**src/rtl/sfol_ram.sv**
```systemverilog
// ----------------------------------------------------------------------------
// sfol_ram
// Simple dual-port synchronous RAM, one write and one registered read port.
// ----------------------------------------------------------------------------
module sfol_ram #(
  parameter int DEPTH = 2,
  parameter int WIDTH = 8,
  parameter int AW    = $clog2(DEPTH)
) (
  input  logic             clk,
  input  logic             we,
  input  logic [AW-1:0]    waddr,
  input  logic [WIDTH-1:0] wdata,
  input  logic             re,
  input  logic [AW-1:0]    raddr,
  output logic [WIDTH-1:0] rdata
);

  logic [WIDTH-1:0] mem [DEPTH];

  always_ff @(posedge clk) begin
    if (we) begin
      mem[waddr] <= wdata;
    end
  end

  always_ff @(posedge clk) begin
    if (re) begin
      rdata <= mem[raddr];
    end
  end

endmodule

```
**config.mk**
```make
export PLATFORM = sky130hd
export DESIGN_NAME = sfol_ram
export DESIGN_NICKNAME = d
export VERILOG_FILES = /design/src/rtl/sfol_ram.sv
export SDC_FILE = /design/constraint.sdc
export NUM_CORES = 1
export LEC_CHECK = 0
export BUFFER_PORTS_ARGS = -buffer_cell sky130_fd_sc_hd__clkbuf_2
export CELL_PAD_IN_SITES_DETAIL_PLACEMENT = 1
export CELL_PAD_IN_SITES_GLOBAL_PLACEMENT = 1
export CORE_ASPECT_RATIO = 1.1
export CORE_MARGIN = 1.5
export CORE_UTILIZATION = 38
export DETAILED_ROUTE_END_ITERATION = 7
export HOLD_SLACK_MARGIN = 0.08
export PLACE_DENSITY = 0.69
export SYNTH_ARGS = -nofsm -noshare
export SYNTH_HDL_FRONTEND = slang
export SYNTH_SLANG_ARGS = --single-unit
```
**constraint.sdc**
```tcl
create_clock -name clk -period 1.09 [get_ports clk]
set_clock_uncertainty 0.2 [all_clocks]
set_input_delay 0.0545 -clock clk [delete_from_list [all_inputs] [get_ports clk]]
set_output_delay 0.0545 -clock clk [all_outputs]
set_load 0.05 [all_outputs]
```
# [Word-level counts from Yosys, hierarchy flattened]
# Memory sizes are Yosys's and may differ from the RTL's. A register that Yosys moved wholly into a read port is not among the register bits.
# Index checks and enable logic that the tools add are counted.
[classes] addsub=0 multipliers=0 div_mod_pow=0 n_lt_le_gt_ge=0 n_eq_ne=0 n_shift=0 muxes=2 bitwise_logic=0 reduce_logical=0
[ops] op="1-bit 2-to-1 mux" count=2
[totals] register_bits=0 latchBits=0 ramBits=16 romBits=0 n_memories=1
[mem_list] name="mem" words=2 word_bits=8 rd=1 rd_clocked_by_memory_dff=1 write_ports=1 line_no="19" text="logic [WIDTH-1:0] mem [DEPTH];"

# [Logic depth before layout (Yosys ltp)]
[depth] depth_word=2 mapped_depth=2 depth_no_buf=1

# [Least setup slack after synthesis]
# OpenSTA, ideal clock, no wires.
[synth_timing] kind="flip-flop to flip-flop" start="memory mem[0][0]" end="register rdata[0] (read register of mem) (data pin)" setup_ns=0.260 arrival_ns=0.590 t_required_ns=0.630 slack_ns=0.040 path_stages_with_launch=2 n_path_buf=0 cell_sequence="edfxtp_1 mux2_4"
[synth_rtl] element="start: declaration" line_no="19"
[synth_rtl] element="end: declaration" line_no="16" text="output logic [WIDTH-1:0] rdata"
# No word-level cell between the ends.

# [Worst setup path in the final report]
[layout_timing] start="register rdata[0] (read register of mem)" end="output rdata[0]"
# No word-level cell between the ends.

==> results.txt <==
Outcome - complete, but fails checks
Failing checks - setup timing
VDD IR-drop max - 990.9 uV
Largest net degree at the start of global routing - 14
Relative slew slack - 80.42%
Drt via density - 4.412
Slowest cell on crit path - edfxtp_1
Placed Instances - 84
Clock power frac - 20.8%
Sequential share of the synthesized area - 83.36%
Worst-path clk slew - 0.12 ns
Clock root buffer - clkbuf_4
Final instance area - 0.001206 sq mm
Crit path max-delay family - flip-flops
Setup Viol. Count Final - 13
Routed WL - 1389 um
Nets@finish - 83
Critical path depth - 1
DIE HEIGHT - 53.03 um
Fin crit share - 106.2%
Post-Layout Cell Count - 97
Clk buf depth - 2
Area grow syn2layout - 39.51%
Placed instance area - 0.001016 sq mm
Logic pwr share - 15.4%
Hold buffer count at cts - 9
Largest area contributor in the netlist - edfxtp_1
Initial Util - 41.48%
TritonCTS clock tree - done
Clock sinks - 24
# Post-CTS Setup Buffers - 0
Via count - 428
Post-synth cell types - 5
Remaining routing DRC violations - 0
Yosys warns - 0
H-tree level count - 1
Iteration-0 DRC Markers - 3
CP max stage delay - 0.44 ns
Die area - 0.002571 sq mm
Flops & latches, synth - 24
Pint - 0.001359 W
Hold_ws - 0.01701 ns
Leakage - 0.4739 nW
Fin worst setup slack - -0.06758 ns
Unrepaired setup endpoints after global routing - yes
Fin crit period - 1.158 ns
Switching pwr - 0.0003885 W
Worst Hold Depth - 3
Crit-path max FO - 1
Number of global-route vias before repair - 507
Synth top area share - 83.36%
Gp weighted congestion - 0.6277
Total global routing track utilization - 12.12%
Syn Inst Count - 35
Fmax achieved - 863.9 MHz
Setup crit end kind - output pin
Detailed-router iteration count before antenna repair - 4
WS Path Type - register to output pin
Final hold violation count - 0
Worst-Margin Slew - 0.2938 ns
# IOs - 21
CP cell instances - buf_8
Avg Inst Size Synth - 24.70 sq um
Worst-skew pair later-pin latency - 0.29 ns
# Max-Cap Violations - 0
Final core occ - 57.86%
Reg power frac - 63.7%
Top cells by area, synth - edfxtp_1 (83%), mux2_4 (14%), buf_6 (1.3%), and2_1 (0.72%), nor2b_1 (0.72%)
Sw Ratio - 22.23%
PortBufs - 20
Total negative slack - -0.4596 ns
Remaining Overflow, GRT - 0
Data arrival, critical path - 0.90 ns
Total power divided by cell area - 1449 mW/mm^2
Initial antenna violation count - 0
Diode count - 0
Synth Cell Area - 864.6 sq um
First-pass GRT wire length - 2263 um
Critical path launch point type - register
Crit path buffers/inverters - 1
Worst Reg2Reg Path Length in Cells - 1
Worst min-delay path class - input port to register
CTS Buf Count - 3
# rows - 17
Post-DRT Antenna Nets - 0
Chip width - 48.48 um
Core ar. - 0.002085 sq mm
CP required - 0.84 ns
Share of cells above drive strength 1 - 47.83%
WL per Instance - 14.32 um
Slew Limit Fails - 0
Syn nets - 48
metal layers:
layer | GRT usage [%] | vias to the layer above | share of wire [%]
met2 | 26.39 | 20 | 57
met1 | 10.97 | 201 | 37
met3 | 3.390 | 2 | 5.1
met5 | 0 | - | 0
li1 | - | 205 | -
met4 | 2.857 | 0 | 1.1
layout by cell type (no fill, tap or decap):
cell type / n
buf_12: 1
nor2b_1: 1
clkbuf_4: 3
edfxtp_1: 24
clkbuf_2: 12
mux2_4: 8
buf_4: 1
buf_8: 3
clkinv_1: 1
dlygate4sd3_1: 9
and2_1: 1
clkbuf_8: 5
sequential cells by signal, indices dropped and copies added, names as in the netlist:
register  count
rdata         8
mem          16
cell type report:
class                      instances  area [sq um]
fill                             206         878.3
sequential                        24         720.7
multi-input combinational         10         132.6
tap                               28         35.03
clock buffer                       3         22.52
timing repair buffer              31         291.5
clock inverter                     1         3.754
synth_stat cells:
library cell	count
edfxtp_1	24
mux2_4	8
nor2b_1	1
and2_1	1
buf_6	1
power groups by stage:
stage	registers (W)	logic, W	clock network [W]
6_report	0.00111	0.000270	0.000364
5_1_grt	0.00112	0.000284	0.000413
4_1_cts	0.00111	0.000266	0.000382
3_5_place_dp	0.00113	0.000209	0
3_3_place_gp	0.00113	0.000201	0
2_1_floorplan	0.00120	0.0000631	0
stage by stage:
| stage | power, W | setup slack (ns) |
|---|---|---|
| CTS | 0.001760 | -0.08170 |
| global route | 0.001817 | -0.1159 |
| finish | 0.001747 | -0.06758 |
| floorplan | 0.001265 | 0.03963 |
| detailed placement | 0.001339 | -0.04215 |
| global placement | 0.001326 | 0.003949 |
logic make-up after synthesis:
family | count (synthesis) | synth area share (%)
buf+inv | 1 | 1.302
mux | 8 | 13.89
simple gates | 2 | 1.448
flops | 24 | 83.36
worst paths after layout:
check                               start        end  slack [ns]
worst min register to register  mem[1][4]   rdata[4]        0.36
worst max-delay path             rdata[0]   rdata[0]       -0.07
worst min-delay path                waddr  mem[0][5]        0.02
worst max register to register  mem[0][7]   rdata[7]       -0.02
what timing repair did:
action | in CTS | in global routing
resized for setup | 16 | 3
setup endpoints to repair | 15 | 16
hold endpoints to repair | 40 | 16
No activity file was read; power rests on OpenSTA's default activity.
